`src/design/slt_pkg.sv`:
```
package slt_pkg;

    // Table size default
    localparam int TRACKED_SOURCES_DEF = 8;

    // Field widths
    localparam int ADDR_W   = 32;
    localparam int TIME_W   = 32;
    localparam int COUNT_W  = 8;
    localparam int LOCK_W   = 16;
    localparam int CFG_IDX_W  = 1;
    localparam int CFG_DATA_W = 16;

    // Configuration register indexes
    localparam logic [CFG_IDX_W-1:0] REG_MAX_FAILURES    = 1'd0;
    localparam logic [CFG_IDX_W-1:0] REG_LOCKOUT_SECONDS = 1'd1;

    // Reset values
    localparam logic [COUNT_W-1:0] MAX_FAILURES_RST    = 8'd5;
    localparam logic [LOCK_W-1:0]  LOCKOUT_SECONDS_RST = 16'd300;

    // Command codes
    localparam logic CMD_QUERY = 1'b0;
    localparam logic CMD_LOGIN = 1'b1;

    localparam logic [COUNT_W-1:0] COUNT_MAX = {COUNT_W{1'b1}};
    localparam logic [TIME_W-1:0]  TIME_MAX  = {TIME_W{1'b1}};

    // One table entry as kept in RAM; the used flags live in flops
    typedef struct packed {
        logic [ADDR_W-1:0]  key;
        logic [COUNT_W-1:0] failures;
        logic [TIME_W-1:0]  lock_end;
    } entry_t;

    // Controller to datapath
    typedef struct packed {
        logic capture;
        logic scan;
        logic check;
        logic update;
        logic emit;
    } ctrl_cmd_t;

    // Datapath to controller
    typedef struct packed {
        logic rd_last;
    } dp_stat_t;

    function automatic int idx_width(input int n);
        return (n > 1) ? $clog2(n) : 1;
    endfunction

endpackage

```
`src/design/source_lockout_tracker.sv`:
```
// Source lockout tracker: per-address failed-login counting with timed lockout.
// Input: present cmd, source_addr, credentials_ok and now_seconds with start;
// the item is taken at a clock edge where start is high and busy is low.
// Output: done pulses high for one cycle with locked_out, login_ok and
// failure_count valid in that cycle; the receiver must take it then, there
// is no stall on the result side.
// Timing: the table is scanned one entry per cycle through a single RAM read
// port, then the drain, check, update and emit states follow in that order.
// done is high in the same cycle in which busy is low again, and a new item
// is taken only while busy is low, so items do not overlap.
// Configuration: cfg_we, cfg_index and cfg_data write max_failures (index 0)
// or lockout_seconds (index 1). The user must write them only while the block
// is idle; the block itself does not enforce this.
// Reset: rst_n clears all used flags, so the table is empty, and restores
// max_failures to 5 and lockout_seconds to 300. No clearing pass is needed.
module source_lockout_tracker
    import slt_pkg::*;
#(
    parameter int TRACKED_SOURCES = TRACKED_SOURCES_DEF
)
(
    input  logic                  clk,
    input  logic                  rst_n,
    input  logic                  start,
    output logic                  busy,
    output logic                  done,
    input  logic                  cfg_we,
    input  logic [CFG_IDX_W-1:0]  cfg_index,
    input  logic [CFG_DATA_W-1:0] cfg_data,
    input  logic                  cmd,
    input  logic [ADDR_W-1:0]     source_addr,
    input  logic                  credentials_ok,
    input  logic [TIME_W-1:0]     now_seconds,
    output logic                  locked_out,
    output logic                  login_ok,
    output logic [COUNT_W-1:0]    failure_count
);

    ctrl_cmd_t ctrl_cmd;
    dp_stat_t  dp_stat;

    slt_ctrl u_ctrl (
        .clk   (clk),
        .rst_n (rst_n),
        .start (start),
        .stat  (dp_stat),
        .cmd   (ctrl_cmd),
        .busy  (busy),
        .done  (done)
    );

    slt_datapath #(
        .TRACKED_SOURCES (TRACKED_SOURCES)
    ) u_datapath (
        .clk           (clk),
        .rst_n         (rst_n),
        .cmd           (ctrl_cmd),
        .stat          (dp_stat),
        .cfg_we        (cfg_we),
        .cfg_index     (cfg_index),
        .cfg_data      (cfg_data),
        .in_cmd        (cmd),
        .in_addr       (source_addr),
        .in_cred       (credentials_ok),
        .in_now        (now_seconds),
        .locked_out    (locked_out),
        .login_ok      (login_ok),
        .failure_count (failure_count)
    );

    // An accepted item makes the block busy
    assert property (@(posedge clk) disable iff (!rst_n)
        (start && !busy) |=> busy)
        else $error("accepted item did not start work");

    // The result strobe lasts one cycle
    assert property (@(posedge clk) disable iff (!rst_n)
        done |=> !done)
        else $error("result strobe longer than one cycle");

    // Result comes out as the controller returns to idle
    assert property (@(posedge clk) disable iff (!rst_n)
        done |-> !busy)
        else $error("result while still busy");

    // An accepted login never leaves the source locked
    assert property (@(posedge clk) disable iff (!rst_n)
        (done && login_ok) |-> !locked_out)
        else $error("accepted login reported locked");

endmodule

```
`src/design/slt_ram.sv`:
```
module slt_ram
#(
    parameter int WIDTH = 8,
    parameter int DEPTH = 8,
    parameter int AW    = (DEPTH > 1) ? $clog2(DEPTH) : 1
)
(
    input  logic             clk,
    input  logic             we,
    input  logic [AW-1:0]    waddr,
    input  logic [WIDTH-1:0] wdata,
    input  logic [AW-1:0]    raddr,
    output logic [WIDTH-1:0] rdata
);

    logic [WIDTH-1:0] mem [DEPTH];
    logic [WIDTH-1:0] rdata_reg;

    always_ff @(posedge clk)
    begin
        if (we)
        begin
            mem[waddr] <= wdata;
        end
        rdata_reg <= mem[raddr];
    end

    assign rdata = rdata_reg;

endmodule

```
`src/design/slt_ctrl.sv`:
```
module slt_ctrl
    import slt_pkg::*;
(
    input  logic       clk,
    input  logic       rst_n,
    input  logic       start,
    input  dp_stat_t   stat,
    output ctrl_cmd_t  cmd,
    output logic       busy,
    output logic       done
);

    typedef enum logic [2:0] {
        ST_IDLE,
        ST_SCAN,
        ST_DRAIN,
        ST_CHECK,
        ST_UPDATE,
        ST_EMIT
    } state_t;

    state_t state_reg;
    state_t state_next;
    logic   done_reg;
    logic   done_next;

    // Next state and commands
    always_comb
    begin
        state_next = state_reg;
        done_next  = 1'b0;
        cmd        = '0;
        case (state_reg)
            ST_IDLE:
            begin
                if (start)
                begin
                    cmd.capture = 1'b1;
                    state_next  = ST_SCAN;
                end
            end
            ST_SCAN:
            begin
                cmd.scan = 1'b1;
                if (stat.rd_last)
                begin
                    state_next = ST_DRAIN;
                end
            end
            ST_DRAIN:
            begin
                state_next = ST_CHECK;
            end
            ST_CHECK:
            begin
                cmd.check  = 1'b1;
                state_next = ST_UPDATE;
            end
            ST_UPDATE:
            begin
                cmd.update = 1'b1;
                state_next = ST_EMIT;
            end
            ST_EMIT:
            begin
                cmd.emit   = 1'b1;
                done_next  = 1'b1;
                state_next = ST_IDLE;
            end
            default:
            begin
                state_next = ST_IDLE;
            end
        endcase
    end

    // State and registered strobe
    always_ff @(posedge clk or negedge rst_n)
    begin
        if (!rst_n)
        begin
            state_reg <= ST_IDLE;
            done_reg  <= 1'b0;
        end
        else
        begin
            state_reg <= state_next;
            done_reg  <= done_next;
        end
    end

    assign busy = (state_reg != ST_IDLE);
    assign done = done_reg;

endmodule

```
`src/design/slt_datapath.sv`:
```
module slt_datapath
    import slt_pkg::*;
#(
    parameter int TRACKED_SOURCES = TRACKED_SOURCES_DEF
)
(
    input  logic                  clk,
    input  logic                  rst_n,
    input  ctrl_cmd_t             cmd,
    output dp_stat_t              stat,
    input  logic                  cfg_we,
    input  logic [CFG_IDX_W-1:0]  cfg_index,
    input  logic [CFG_DATA_W-1:0] cfg_data,
    input  logic                  in_cmd,
    input  logic [ADDR_W-1:0]     in_addr,
    input  logic                  in_cred,
    input  logic [TIME_W-1:0]     in_now,
    output logic                  locked_out,
    output logic                  login_ok,
    output logic [COUNT_W-1:0]    failure_count
);

    localparam int IDX_W = idx_width(TRACKED_SOURCES);
    localparam logic [IDX_W-1:0] IDX_LAST = IDX_W'(TRACKED_SOURCES - 1);

    // Configuration
    logic [COUNT_W-1:0] max_failures_reg;
    logic [LOCK_W-1:0]  lockout_seconds_reg;

    always_ff @(posedge clk or negedge rst_n)
    begin
        if (!rst_n)
        begin
            max_failures_reg    <= MAX_FAILURES_RST;
            lockout_seconds_reg <= LOCKOUT_SECONDS_RST;
        end
        else if (cfg_we)
        begin
            case (cfg_index)
                REG_MAX_FAILURES:    max_failures_reg    <= cfg_data[COUNT_W-1:0];
                REG_LOCKOUT_SECONDS: lockout_seconds_reg <= cfg_data[LOCK_W-1:0];
                default:             ;
            endcase
        end
    end

    // Captured item
    logic              cmd_reg;
    logic [ADDR_W-1:0] key_reg;
    logic              cred_reg;
    logic [TIME_W-1:0] now_reg;

    always_ff @(posedge clk)
    begin
        if (cmd.capture)
        begin
            cmd_reg  <= in_cmd;
            key_reg  <= in_addr;
            cred_reg <= in_cred;
            now_reg  <= in_now;
        end
    end

    // Entry store: used flags in flops, the rest in RAM
    logic [TRACKED_SOURCES-1:0] used_reg;
    logic                       ram_we;
    logic [IDX_W-1:0]           ram_waddr;
    entry_t                     ram_wdata;
    entry_t                     ram_rdata;
    logic [IDX_W-1:0]           rd_idx_reg;

    slt_ram #(
        .WIDTH ($bits(entry_t)),
        .DEPTH (TRACKED_SOURCES),
        .AW    (IDX_W)
    ) u_ram (
        .clk   (clk),
        .we    (ram_we),
        .waddr (ram_waddr),
        .wdata (ram_wdata),
        .raddr (rd_idx_reg),
        .rdata (ram_rdata)
    );

    // Scan: read address counter, compare in the cycle after each read
    logic             cmp_valid_reg;
    logic [IDX_W-1:0] cmp_idx_reg;
    logic             match_reg;
    logic [IDX_W-1:0] match_idx_reg;
    logic [COUNT_W-1:0] match_f_reg;
    logic [TIME_W-1:0]  match_e_reg;
    logic             min_valid_reg;
    logic [IDX_W-1:0] min_idx_reg;
    logic [TIME_W-1:0] min_e_reg;
    logic             cmp_used;

    assign stat.rd_last = (rd_idx_reg == IDX_LAST);
    assign cmp_used     = used_reg[cmp_idx_reg];

    always_ff @(posedge clk or negedge rst_n)
    begin
        if (!rst_n)
        begin
            rd_idx_reg    <= '0;
            cmp_valid_reg <= 1'b0;
            match_reg     <= 1'b0;
            min_valid_reg <= 1'b0;
        end
        else
        begin
            cmp_valid_reg <= cmd.scan;
            if (cmd.capture)
            begin
                rd_idx_reg    <= '0;
                match_reg     <= 1'b0;
                min_valid_reg <= 1'b0;
            end
            else
            begin
                if (cmd.scan && !stat.rd_last)
                begin
                    rd_idx_reg <= rd_idx_reg + 1'b1;
                end
                if (cmp_valid_reg)
                begin
                    if (cmp_used && (ram_rdata.key == key_reg) && !match_reg)
                    begin
                        match_reg <= 1'b1;
                    end
                    if (!min_valid_reg || (ram_rdata.lock_end < min_e_reg))
                    begin
                        min_valid_reg <= 1'b1;
                    end
                end
            end
        end
    end

    // Scan payload
    always_ff @(posedge clk)
    begin
        cmp_idx_reg <= rd_idx_reg;
        if (cmp_valid_reg)
        begin
            if (cmp_used && (ram_rdata.key == key_reg) && !match_reg)
            begin
                match_idx_reg <= cmp_idx_reg;
                match_f_reg   <= ram_rdata.failures;
                match_e_reg   <= ram_rdata.lock_end;
            end
            if (!min_valid_reg || (ram_rdata.lock_end < min_e_reg))
            begin
                min_idx_reg <= cmp_idx_reg;
                min_e_reg   <= ram_rdata.lock_end;
            end
        end
    end

    // Check: expire an ended lockout or flag one still running
    logic               cur_locked_reg;
    logic               dirty_reg;
    logic [COUNT_W-1:0] cur_f_reg;
    logic [TIME_W-1:0]  cur_e_reg;

    always_ff @(posedge clk)
    begin
        if (cmd.check)
        begin
            cur_f_reg      <= match_f_reg;
            cur_e_reg      <= match_e_reg;
            cur_locked_reg <= 1'b0;
            dirty_reg      <= 1'b0;
            if (match_reg && (match_e_reg != '0))
            begin
                if (now_reg >= match_e_reg)
                begin
                    cur_f_reg <= '0;
                    cur_e_reg <= '0;
                    dirty_reg <= 1'b1;
                end
                else
                begin
                    cur_locked_reg <= 1'b1;
                end
            end
        end
    end

    // First free slot
    logic             free_found;
    logic [IDX_W-1:0] free_idx;

    always_comb
    begin
        free_found = 1'b0;
        free_idx   = '0;
        for (int i = TRACKED_SOURCES - 1; i >= 0; i--)
        begin
            if (!used_reg[i])
            begin
                free_found = 1'b1;
                free_idx   = IDX_W'(i);
            end
        end
    end

    // Update: apply the attempt, write the entry back
    logic [TIME_W:0]    end_sum;
    logic [TIME_W-1:0]  end_sat;
    logic               upd_we;
    logic               upd_claim;
    logic               upd_ok;
    logic               upd_valid;
    logic [IDX_W-1:0]   upd_idx;
    logic [COUNT_W-1:0] upd_f;
    logic [COUNT_W-1:0] upd_base_f;
    logic [TIME_W-1:0]  upd_e;
    logic [TIME_W-1:0]  upd_base_e;

    assign end_sum = {1'b0, now_reg} + {{(TIME_W + 1 - LOCK_W){1'b0}}, lockout_seconds_reg};
    assign end_sat = end_sum[TIME_W] ? TIME_MAX : end_sum[TIME_W-1:0];

    always_comb
    begin
        upd_we     = dirty_reg;
        upd_claim  = 1'b0;
        upd_ok     = 1'b0;
        upd_valid  = match_reg;
        upd_idx    = match_idx_reg;
        upd_f      = cur_f_reg;
        upd_e      = cur_e_reg;
        upd_base_f = match_reg ? cur_f_reg : '0;
        upd_base_e = match_reg ? cur_e_reg : '0;
        if ((cmd_reg == CMD_LOGIN) && !cur_locked_reg)
        begin
            if (cred_reg)
            begin
                upd_ok = 1'b1;
                if (match_reg)
                begin
                    upd_f  = '0;
                    upd_e  = '0;
                    upd_we = 1'b1;
                end
            end
            else
            begin
                if (!match_reg)
                begin
                    upd_claim = 1'b1;
                    upd_idx   = free_found ? free_idx : min_idx_reg;
                end
                upd_valid = 1'b1;
                upd_we    = 1'b1;
                upd_f     = (upd_base_f == COUNT_MAX) ? COUNT_MAX : upd_base_f + 1'b1;
                upd_e     = (upd_f >= max_failures_reg) ? end_sat : upd_base_e;
            end
        end
    end

    assign ram_we    = cmd.update && upd_we;
    assign ram_waddr = upd_idx;
    assign ram_wdata = '{key: key_reg, failures: upd_f, lock_end: upd_e};

    always_ff @(posedge clk or negedge rst_n)
    begin
        if (!rst_n)
        begin
            used_reg <= '0;
        end
        else if (cmd.update && upd_claim)
        begin
            used_reg[upd_idx] <= 1'b1;
        end
    end

    // Final entry state for the result
    logic               fin_valid_reg;
    logic               fin_ok_reg;
    logic [COUNT_W-1:0] fin_f_reg;
    logic [TIME_W-1:0]  fin_e_reg;

    always_ff @(posedge clk)
    begin
        if (cmd.update)
        begin
            fin_valid_reg <= upd_valid;
            fin_ok_reg    <= upd_ok;
            fin_f_reg     <= upd_f;
            fin_e_reg     <= upd_e;
        end
    end

    // Result registers
    logic               locked_out_reg;
    logic               login_ok_reg;
    logic [COUNT_W-1:0] failure_count_reg;

    always_ff @(posedge clk)
    begin
        if (cmd.emit)
        begin
            locked_out_reg    <= fin_valid_reg && (fin_e_reg != '0) && (now_reg < fin_e_reg);
            login_ok_reg      <= fin_ok_reg;
            failure_count_reg <= fin_valid_reg ? fin_f_reg : '0;
        end
    end

    assign locked_out    = locked_out_reg;
    assign login_ok      = login_ok_reg;
    assign failure_count = failure_count_reg;

endmodule
```
`config.mk`:
```
export PLATFORM = sky130hd
export DESIGN_NAME = source_lockout_tracker
export DESIGN_NICKNAME = d
export VERILOG_FILES = /design/src/design/slt_pkg.sv /design/src/design/source_lockout_tracker.sv /design/src/design/slt_ram.sv /design/src/design/slt_ctrl.sv /design/src/design/slt_datapath.sv
export SDC_FILE = /design/constraint.sdc
export NUM_CORES = 1
export LEC_CHECK = 0
export ABC_CLOCK_PERIOD_IN_PS = 15400
export BUFFER_PORTS_ARGS = -buffer_cell sky130_fd_sc_hd__buf_4
export CORE_ASPECT_RATIO = 0.7
export CORE_UTILIZATION = 49
export CTS_CLUSTER_DIAMETER = 50
export DETAILED_ROUTE_END_ITERATION = 16
export PLACE_DENSITY = 0.67
export SYNTH_ARGS = -nofsm -noshare
export SYNTH_HDL_FRONTEND = slang
export SYNTH_SLANG_ARGS = --single-unit
```
`constraint.sdc`:
```
create_clock -name clk -period 15.4 [get_ports clk]
set_input_delay 3.08 -clock clk [delete_from_list [all_inputs] [get_ports clk]]
set_output_delay 3.08 -clock clk [all_outputs]
set_load 0.005 [all_outputs]
```
# After elaboration in Yosys (flattened, before gate mapping)
# Memories as Yosys holds them, arrays and structs flattened. A register that Yosys moved wholly into a read port is not among the register bits.
# Index checks and enable logic that the tools add are counted.
# totals
output_inout_bits	12
word_cells	152
regBits	283
ram_bits	576
in_bits	87
n_memories	1
# mem_list
name	depth	width	read_ports	rd_clocked_by_memory_dff	wr	line_no	text
u_datapath.u_ram.mem	8	72	1	1	1	slt_ram.sv:16	logic [WIDTH-1:0] mem [DEPTH];
# classes
bitwise	2
n_lt_le_gt_ge	7
n_addsub	3
eq_ne	10
reduce_logical	30
n_mux	69
# op_table
op	n
2-to-1 mux 32 bit	8
less-than comparator 32 bit	2
nonzero test 32 bit	2
2-to-1 mux 8 bit	7
2-to-1 mux 3 bit	16
2-to-1 mux 1 bit	35
adder 32 x 16 -> 33 bit	1
equality test 32 bit	1
greater-or-equal comparator 32 bit	1
case mux 3 bit (5 select lines)	1
AND reduction 2 bit	7
logical AND 1 bit	10
equality test 3 bit, second input constant	3
adder 8 x 1 -> 8 bit, second input constant	1
equality test 8 bit, second input constant	1
greater-or-equal comparator 8 bit	1
less-than comparator 3 x 4 -> 1 bit, second input constant	2
bitwise OR 8 bit	1
nonzero test 2 bit	4
equality test 3 x 2 -> 1 bit, second input constant	2
zero test 1 bit	4
adder 3 x 1 -> 3 bit, second input constant	1
binary-select mux 1 bit (select 3 bit)	1
demux 1 bit (select 3 bit)	1
8 further kinds	8

# Logic depth before layout (Yosys ltp)
# Gate-level depths: netlist of the first run.
# depth
word_depth	17
mapped_depth	17
mapped_depth_nobuf	15

# Hierarchy
# A second synthesis of the first run with hierarchy kept.
# hier_totals
hier_cells	2085
area_unflattened_um2	37747.5
# modules_own_cells
mod	seq_area_each_um2	cells_each	instances	area_per_inst_um2
slt_ram	18738.0	917	1	23368.7
slt_datapath	8165.3	1145	1	14176.1
slt_ctrl	100.1	23	1	202.7

# Least setup slack after synthesis of the first run
# No wires, ideal clock.
# synth_path
kind	reg-to-reg
start	reg u_datapath.key_reg[30]
end	reg u_datapath.match_e_reg[0], enable pin
arrival_ps	5252
slack_ps	9594
n_path_buf	0
path_stages_with_launch	5
cell_sequence	edfxtp_1 -> xor2_1 -> nor4_1 -> nand3_1 -> nor4_1
# synth_via
elab_chain_len	4
# synth_rtl
element	line_no	text
from (decl)	slt_datapath.sv:49	logic [ADDR_W-1:0] key_reg;
from (signal assigned)	slt_datapath.sv:58	key_reg <= in_addr;
equality test 32 bit	slt_datapath.sv:145	if (cmp_used && (ram_rdata.key == key_reg) && !match_reg)
logical AND 1 bit (2 in a row)	slt_datapath.sv:145	
AND reduction 2 bit (no source line)	--	
to (signal assigned)	slt_datapath.sv:149	match_e_reg <= ram_rdata.lock_end;
to (decl)	slt_datapath.sv:91	logic [TIME_W-1:0] match_e_reg;
# Every way passes these cells.
# A chain may end at the register's enable or synchronous reset.

# Final worst setup path of the first run
# layout_path
start	reg u_datapath.match_reg
end	mem u_datapath.u_ram.mem[5][30] (netlist bit) (data pin)
# layout_via
elab_chain_len	7
# layout_rtl
element	line_no	text
from (decl)	slt_datapath.sv:88	logic match_reg;
from (signal assigned)	slt_datapath.sv:106	match_reg <= 1'b0;
from (signal assigned)	slt_datapath.sv:115	match_reg <= 1'b0;
from (signal assigned)	slt_datapath.sv:128	match_reg <= 1'b1;
2-to-1 mux 8 bit	slt_datapath.sv:232	upd_base_f = match_reg ? cur_f_reg : '0;
adder 8 x 1 -> 8 bit / equality test 8 bit (equally long branches)	slt_datapath.sv:255	upd_f = (upd_base_f == COUNT_MAX) ? COUNT_MAX : upd_base_f + 1'b1;
2-to-1 mux 8 bit	slt_datapath.sv:255	
greater-or-equal comparator 8 bit	slt_datapath.sv:256	upd_e = (upd_f >= max_failures_reg) ? end_sat : upd_base_e;
2-to-1 mux 32 bit	slt_datapath.sv:256	
2-to-1 mux 32 bit *	slt_datapath.sv:236	if (cred_reg)
2-to-1 mux 32 bit *	slt_datapath.sv:234	if ((cmd_reg == CMD_LOGIN) && !cur_locked_reg)
named net u_datapath.u_ram.wdata[30]	slt_ram.sv:11	input logic [WIDTH-1:0] wdata,
to (decl)	slt_ram.sv:16	
# The timed path passes the listed nets; every way through them passes the cells marked *.

==> results of run 1 <==
## layer usage
| layer | vias up | routed length, um | track usage (%) |
|---|---|---|---|
| li1 | 8682 | - | - |
| met1 | 10100 | 38700 | 32.7 |
| met2 | 721 | 38100 | 33.5 |
| met3 | 119 | 6290 | 4.44 |
| met4 | 0 | 1650 | 5.40 |
| met5 | - | 0 | 0 |
## cells by family after synthesis
logic type / Yosys count / share of synthesized area, %
AND/OR/NAND/NOR: 337 / 5.12
AO/OA/AOI/OAI: 251 / 4.60
multiplexers: 243 / 11.6
adder cells (fa/ha/maj): 122 / 4.05
flip-flops: 931 / 71.4
buffers and inverters: 189 / 2.06
XOR/XNOR: 54 / 1.25
## layout make-up
cell class / count / area (um2) / area share [%]
Clock buffer: 116 / 2380 / 5.54
Sequential cell: 931 / 27000 / 63.0
Inverter: 120 / 450 / 1.05
Tap cell: 1032 / 1290 / 3.01
Clock inverter: 49 / 643 / 1.50
Antenna cell: 1 / 2.50 / 0.00584
Multi-Input combinational cell: 1007 / 10200 / 23.7
Timing Repair Buffer: 123 / 936 / 2.18
## worst register-to-register path: cells and delay by family (launching register included)
| family | cells | cell delay, ps |
|---|---|---|
| buf+inv | 1 | 90 |
| fa+ha+maj | 2 | 510 |
| flops | 1 | 660 |
| simple gates | 7 | 1890 |
| compound gates | 4 | 1310 |
## worst max path at each step
stage / start / to / slack [ps] / cells past startpoint
floorplan: u_datapath.key_reg[30] / u_datapath.match_e_reg[0] / 9590 / 4
global placement: start / u_datapath.key_reg[20] / 10700 / 3
detailed placement: start / u_datapath.key_reg[26] / 10630 / 3
CTS: u_datapath.match_reg / u_datapath.u_ram.mem[3][24] / 10680 / 15
global route: u_datapath.match_reg / u_datapath.u_ram.mem[3][24] / 10300 / 15
finish: u_datapath.match_reg / u_datapath.u_ram.mem[5][30] / 10550 / 14
## cell usage in the layout (no fill, tap or decap), types with 10 or more instances in the layout
cell / netlist / routed
nand3_1: 22 / 22
dfxtp_1: 75 / 75
mux2_2: 90 / 90
ha_1: 121 / 121
nand2_1: 82 / 82
nor2_1: 53 / 44
clkbuf_1: 35 / 21
mux4_2: 146 / 146
clkinv_2: 0 / 15
bufinv_16: 0 / 11
a21oi_1: 57 / 56
nand4_1: 28 / 28
clkbuf_16: 0 / 88
xor2_1: 42 / 42
edfxtp_1: 814 / 814
a31oi_1: 11 / 11
buf_4: 1 / 122
nor3_2: 33 / 33
nor2_4: 0 / 10
o21bai_1: 10 / 10
nor4_1: 28 / 27
xnor2_1: 12 / 12
inv_1: 120 / 119
a21o_1: 53 / 53
o21ai_0: 37 / 36
nor3_1: 20 / 20
a22oi_1: 10 / 10
nand2b_1: 14 / 14
dfrtp_1: 36 / 33
## through the flow
step | utilization [%] | instance area (um2)
floorplan | - | 37800
global placement | 52.6 | 39900
detailed placement | 52.6 | 39900
CTS | 56.6 | 42900
global route | 56.6 | 42900
finish | 56.6 | 42900
## power by group
part	switching, W	internal (W)	total [W]
combinational	0.000742	0.000696	0.00144
sequential	0.000256	0.00311	0.00336
clock	0.000950	0.00129	0.00224
==> metrics.txt, run 1 <==
outcome finished, final reports clean; row count 84; largest net degree at the start of global routing 100; worst hold path type register to register; max reg flops between 500 and 600; critical path's top delay family simple AND/OR/NAND/NOR gates; WL/cell about 25 um; Area growth syn-to-layout 13.3%; EDFF count, synth roughly 810; fill count approximately 5700; crit-path max cell delay approximately 850 ps; io pins 99; Max transition margin under 10%; Critical-path top delay cell nand2b_1; synth warn 0; clk slew on worst S/H paths 60 ps; placed insts roughly 3200; post-CTS setup repair buffer count 0; Max Clock Skew approximately 46 ps; Synth Flop Type edfxtp_1; PD cells ~160 nW/um2; Synth Instances about 2100; Critical Path AT 5120 ps; commonest cells in the synthesized netlist edfxtp_1 (814), mux4_2 (146), ha_1 (121); initial drt markers 1959; CP Capture Type register; total gr overflow 0; sequential share of the synthesized area 71.4%; latest clock arrival within the worst-skew pair 670 ps; final net count approximately 2500; Global Route Usage Sum 22.0%; syn_nets roughly 2300; post-synth top area cell edfxtp_1; Worst Hold Slack between 400 and 500 ps; vias in the first global route between 15000 and 20000; clk sinks approximately 930; hold path depth 0; antenna violations before repair 3; CTS Hold Buffers Added 0; Req. time, crit path ~16000 ps; CTS H-tree lvls 3; vias per cell 5.82; post-synthesis cell area approximately 38000 um2; Critical Path Start Type register; CTS tree yes; die height around 230 um; worst hold start u_datapath.u_ram.rdata[37]; Synth async-reset ratio under 10%; RSZ-0062 raised after global routing no; detailed placement HPWL roughly 52000 um; setup slack after layout 10550 ps; worst path buffer plus inverter count 1; reg-to-reg critical path startpoint u_datapath.match_reg; share of cells above drive strength 1 25.1%; die area 78400 um2; Critical Path, Cell by Cell nand2_1, inv_1, ha_1, nand3_1, nor2_1, and4_1, nor2_1, ha_1, nand2b_1, a21o_1, a211oi_1, o31a_1, nand2b_1, o22ai_1; first-pass GRT wire length 126000 um; drt drc 0; Layout Cells excl Fill about 3400; CORE AREA around 76000 um2; most frequent cell after synthesis edfxtp_1; final setup fails 0; fin. max-slew vios 0; Final Hold Fails 0; worst slew pin tran approximately 1400 ps; DRT Pass-1 Iters 8; number of synthesized register bits 931; DRT Wirelength ~85000 um; Netlist cell types 81; syn_area_per_cell between 15 and 20 um2; via count between 15000 and 20000; register-to-register setup slack about 11000 ps; synth top area cells edfxtp_1 (65%), mux4_2 (8.7%), ha_1 (4.0%); R2R cell count 14; post_cts resized 0; Num CTS Buffers 88; Max Root-Sink Buffers 3; Max FO, Critical Path 18; Routed Antenna Nets 0; Peak VDD IR 0.140 mV; gpl congestion 0.884; Synth top area share between 60% and 70%; die width about 330 um; Fmax achieved 0.206 GHz; Final min period just under 5000 ps; maxcap violations 0; Worst Hold End u_datapath.match_f_reg[5]; Final period util roughly a third; pre-CTS setup slack between 10000 and 15000 ps; Tot Pwr slightly above 0.007 W; CTS root buffer clkbuf_16; setup TNS 0 ps; IO buf count a little under 100; Leak approximately 15 nW; initial core utilization around 50%; worst r2r dst u_datapath.u_ram.mem[5][30]; Setup CP Type register to register
(Power assumes the default switching activity.)
==> run 2: changes to the inputs <==
--- a/config.mk
+++ b/config.mk
@@ -5,7 +5,7 @@
 export SDC_FILE = /design/constraint.sdc
 export NUM_CORES = 1
 export LEC_CHECK = 0
-export ABC_CLOCK_PERIOD_IN_PS = 15400
+export ABC_CLOCK_PERIOD_IN_PS = 5000
 export BUFFER_PORTS_ARGS = -buffer_cell sky130_fd_sc_hd__buf_4
 export CORE_ASPECT_RATIO = 0.7
 export CORE_UTILIZATION = 49
==> constraint.sdc (replaced) <==
create_clock -name clk -period 5 [get_ports clk]
set_input_delay 1 -clock clk [delete_from_list [all_inputs] [get_ports clk]]
set_output_delay 1 -clock clk [all_outputs]
set_load 0.005 [all_outputs]
==> run 2 against run 1 <==
  * Total power rose to 3.0 times the previous value
  * Maximum frequency is 7.9% higher
  * Combinational power rose to 3.2 times the previous value
  * Clock-buffer cell count stayed put
  * Via count increased by 0.40%
  * Core utilization grew 0.14 points
  * Wire length increased by 2.6%
  * Largest power group unchanged
  * Highest routed layer unchanged
==> metrics.txt, run 2 (synthesis results as in run 1) <==
outcome finished, final reports clean; Fmax achieved around 0.22 GHz; Sw Share approximately 28%; R2R cell count 15; initial drt markers between 1500 and 2000; CTS H-tree lvls 3; Global Route Usage Sum about 23%; Critical Path, Cell by Cell nand2_1, inv_1, ha_1, nand3_1, nor2_1, and4_1, nor2_1, ha_1, nand2b_1, a21o_1, a211oi_1, o31a_1, nor2_2, o21a_1, o21ai_0; drt drc 0; combinational power share a little over a fifth; die width between 300 and 400 um; Final min period 4490 ps; detailed placement HPWL 54100 um; clk sinks between 900 and 1000; Final period util about nine tenths; die height about 230 um; Final Hold Fails 0; gpl congestion ~0.9; final net count about 2500; maxcap violations 0; CTS Hold Buffers Added 0; most common cell after layout, fill and taps aside edfxtp_1; Setup CP Type register to register; post-CTS setup repair buffer count 0; CP Capture Type register; Critical Path AT 4770 ps; final setup fails 0; reg-to-reg critical path startpoint u_datapath.match_reg; Max Clock Skew approximately 23 ps; antenna cells 0; Area growth syn-to-layout 13.6%; Max Root-Sink Buffers 3; row count 84; worst slew pin tran approximately 1300 ps; crit-path max cell delay a little under 1000 ps; vias per cell about 5.8; Critical Path Start Type register; Setup crit start u_datapath.match_reg; setup slack after layout about 500 ps; Routed Antenna Nets 0; vias in the first global route around 20000; antenna violations before repair 1; share of cells above drive strength 1 around 25%; CTS root buffer clkbuf_16; clock share of power between 30% and 40%; cell-internal power 0.0154 W; RSZ-0062 raised after global routing no; total gr overflow 0; PD cells 499 nW/um2; Leak 15.1 nW; Max transition margin 15.5%; DRT Pass-1 Iters 6; Switch Pwr between 0.006 and 0.007 W; initial core utilization 49.9%; CTS tree yes; Worst Hold Slack about 330 ps; Flop pwr share about half; IO buf count 98; via count ~20000; DRT Wirelength 87000 um; Critical-path top delay cell o21ai_0; register-to-register setup slack 510 ps; max reg flops ~580; Util after Layout a little under three fifths; Max FO, Critical Path 15; largest net degree at the start of global routing 103; commonest cells after routing, fill and taps aside edfxtp_1 (814), mux4_2 (146), buf_4 (125); clk slew on worst S/H paths ~60 ps; worst hold path type input port to asynchronous set/reset pin; first-pass GRT wire length ~130000 um; io pins 99; WL/cell approximately 26 um; Peak VDD IR between 0.3 and 0.4 mV; die area around 78000 um2; Layout Cells excl Fill around 3400; Num CTS Buffers 89; pre-CTS setup slack roughly 630 ps; worst r2r dst u_datapath.u_ram.mem[4][24]; latest clock arrival within the worst-skew pair about 660 ps; CP Capture Point u_datapath.u_ram.mem[4][24]; fin. max-slew vios 0; Req. time, crit path 5270 ps; post_cts resized 0; CORE AREA approximately 76000 um2; placed insts about 3200
run 2: cell count changes in the layout (fill, tap and decap cells not counted), moves of 2 or more:
cell	before	now
inv_6	6	0
clkbuf_16	88	90
clkinv_4	1	3
clkbuf_1	21	18
buf_12	1	11
inv_8	1	4
clkinvlp_4	4	6
buf_4	122	125
clkinv_1	7	14
bufinv_16	11	3
run 2: metal layers:
layer  GRT usage [%]  vias to the layer above  share of wire (%)
met1            32.6                    10200                 45
li1                -                     8716                  -
met2            34.9                      674                 46
met4            7.05                        0                2.9
met3            4.13                      158                6.6
met5               0                        -                  0
run 2: worst min path at each step:
stage	cells after the start	start	slack [ps]	to
2_1_floorplan	0	u_datapath.rd_idx_reg[0]	370	u_datapath.cmp_idx_reg[0]
3_3_place_gp	0	u_datapath.u_ram.rdata[36]	390	u_datapath.match_f_reg[4]
3_5_place_dp	0	u_datapath.u_ram.rdata[33]	390	u_datapath.match_f_reg[1]
4_1_cts	1	rst_n	330	u_datapath.lockout_seconds_reg[9]
5_1_grt	1	rst_n	370	u_datapath.lockout_seconds_reg[10]
6_report	1	rst_n	330	u_datapath.lockout_seconds_reg[9]
run 2: per-stage QoR:
stage	area (um2)	total power, W	TNS, ps
floorplan	37800	0.0135	-20120
detailed placement	40100	0.0151	0
finish	43000	0.0214	0
CTS	43000	0.0216	0
global placement	40100	0.0149	0
global route	43000	0.0223	0
run 2: power by group through the flow:
stage | logic [W] | clock network, W | registers, W
6_report | 0.00456 | 0.00657 | 0.0103
5_1_grt | 0.00495 | 0.00696 | 0.0104
4_1_cts | 0.00462 | 0.00670 | 0.0103
3_5_place_dp | 0.00459 | 0 | 0.0105
3_3_place_gp | 0.00447 | 0 | 0.0104
2_1_floorplan | 0.00341 | 0 | 0.0101
run 2: final cells by class:
type                       count  area, um2
clock buffer                 116       2430
tap                         1032       1290
fill                        5734      32800
inverter                     120        450
sequential                   931      27000
multi-input combinational   1007      10200
timing repair buffer         136       1160
clock inverter                50        458
run 2: worst max-delay path: cells and delay by family, from the launching register on:
kind | cells | cell delay, ps
flip-flops | 1 | 400
buffers and inverters | 1 | 70
AND/OR/NAND/NOR | 7 | 1200
AO/OA/AOI/OAI | 5 | 1940
adder cells (fa/ha/maj) | 2 | 490
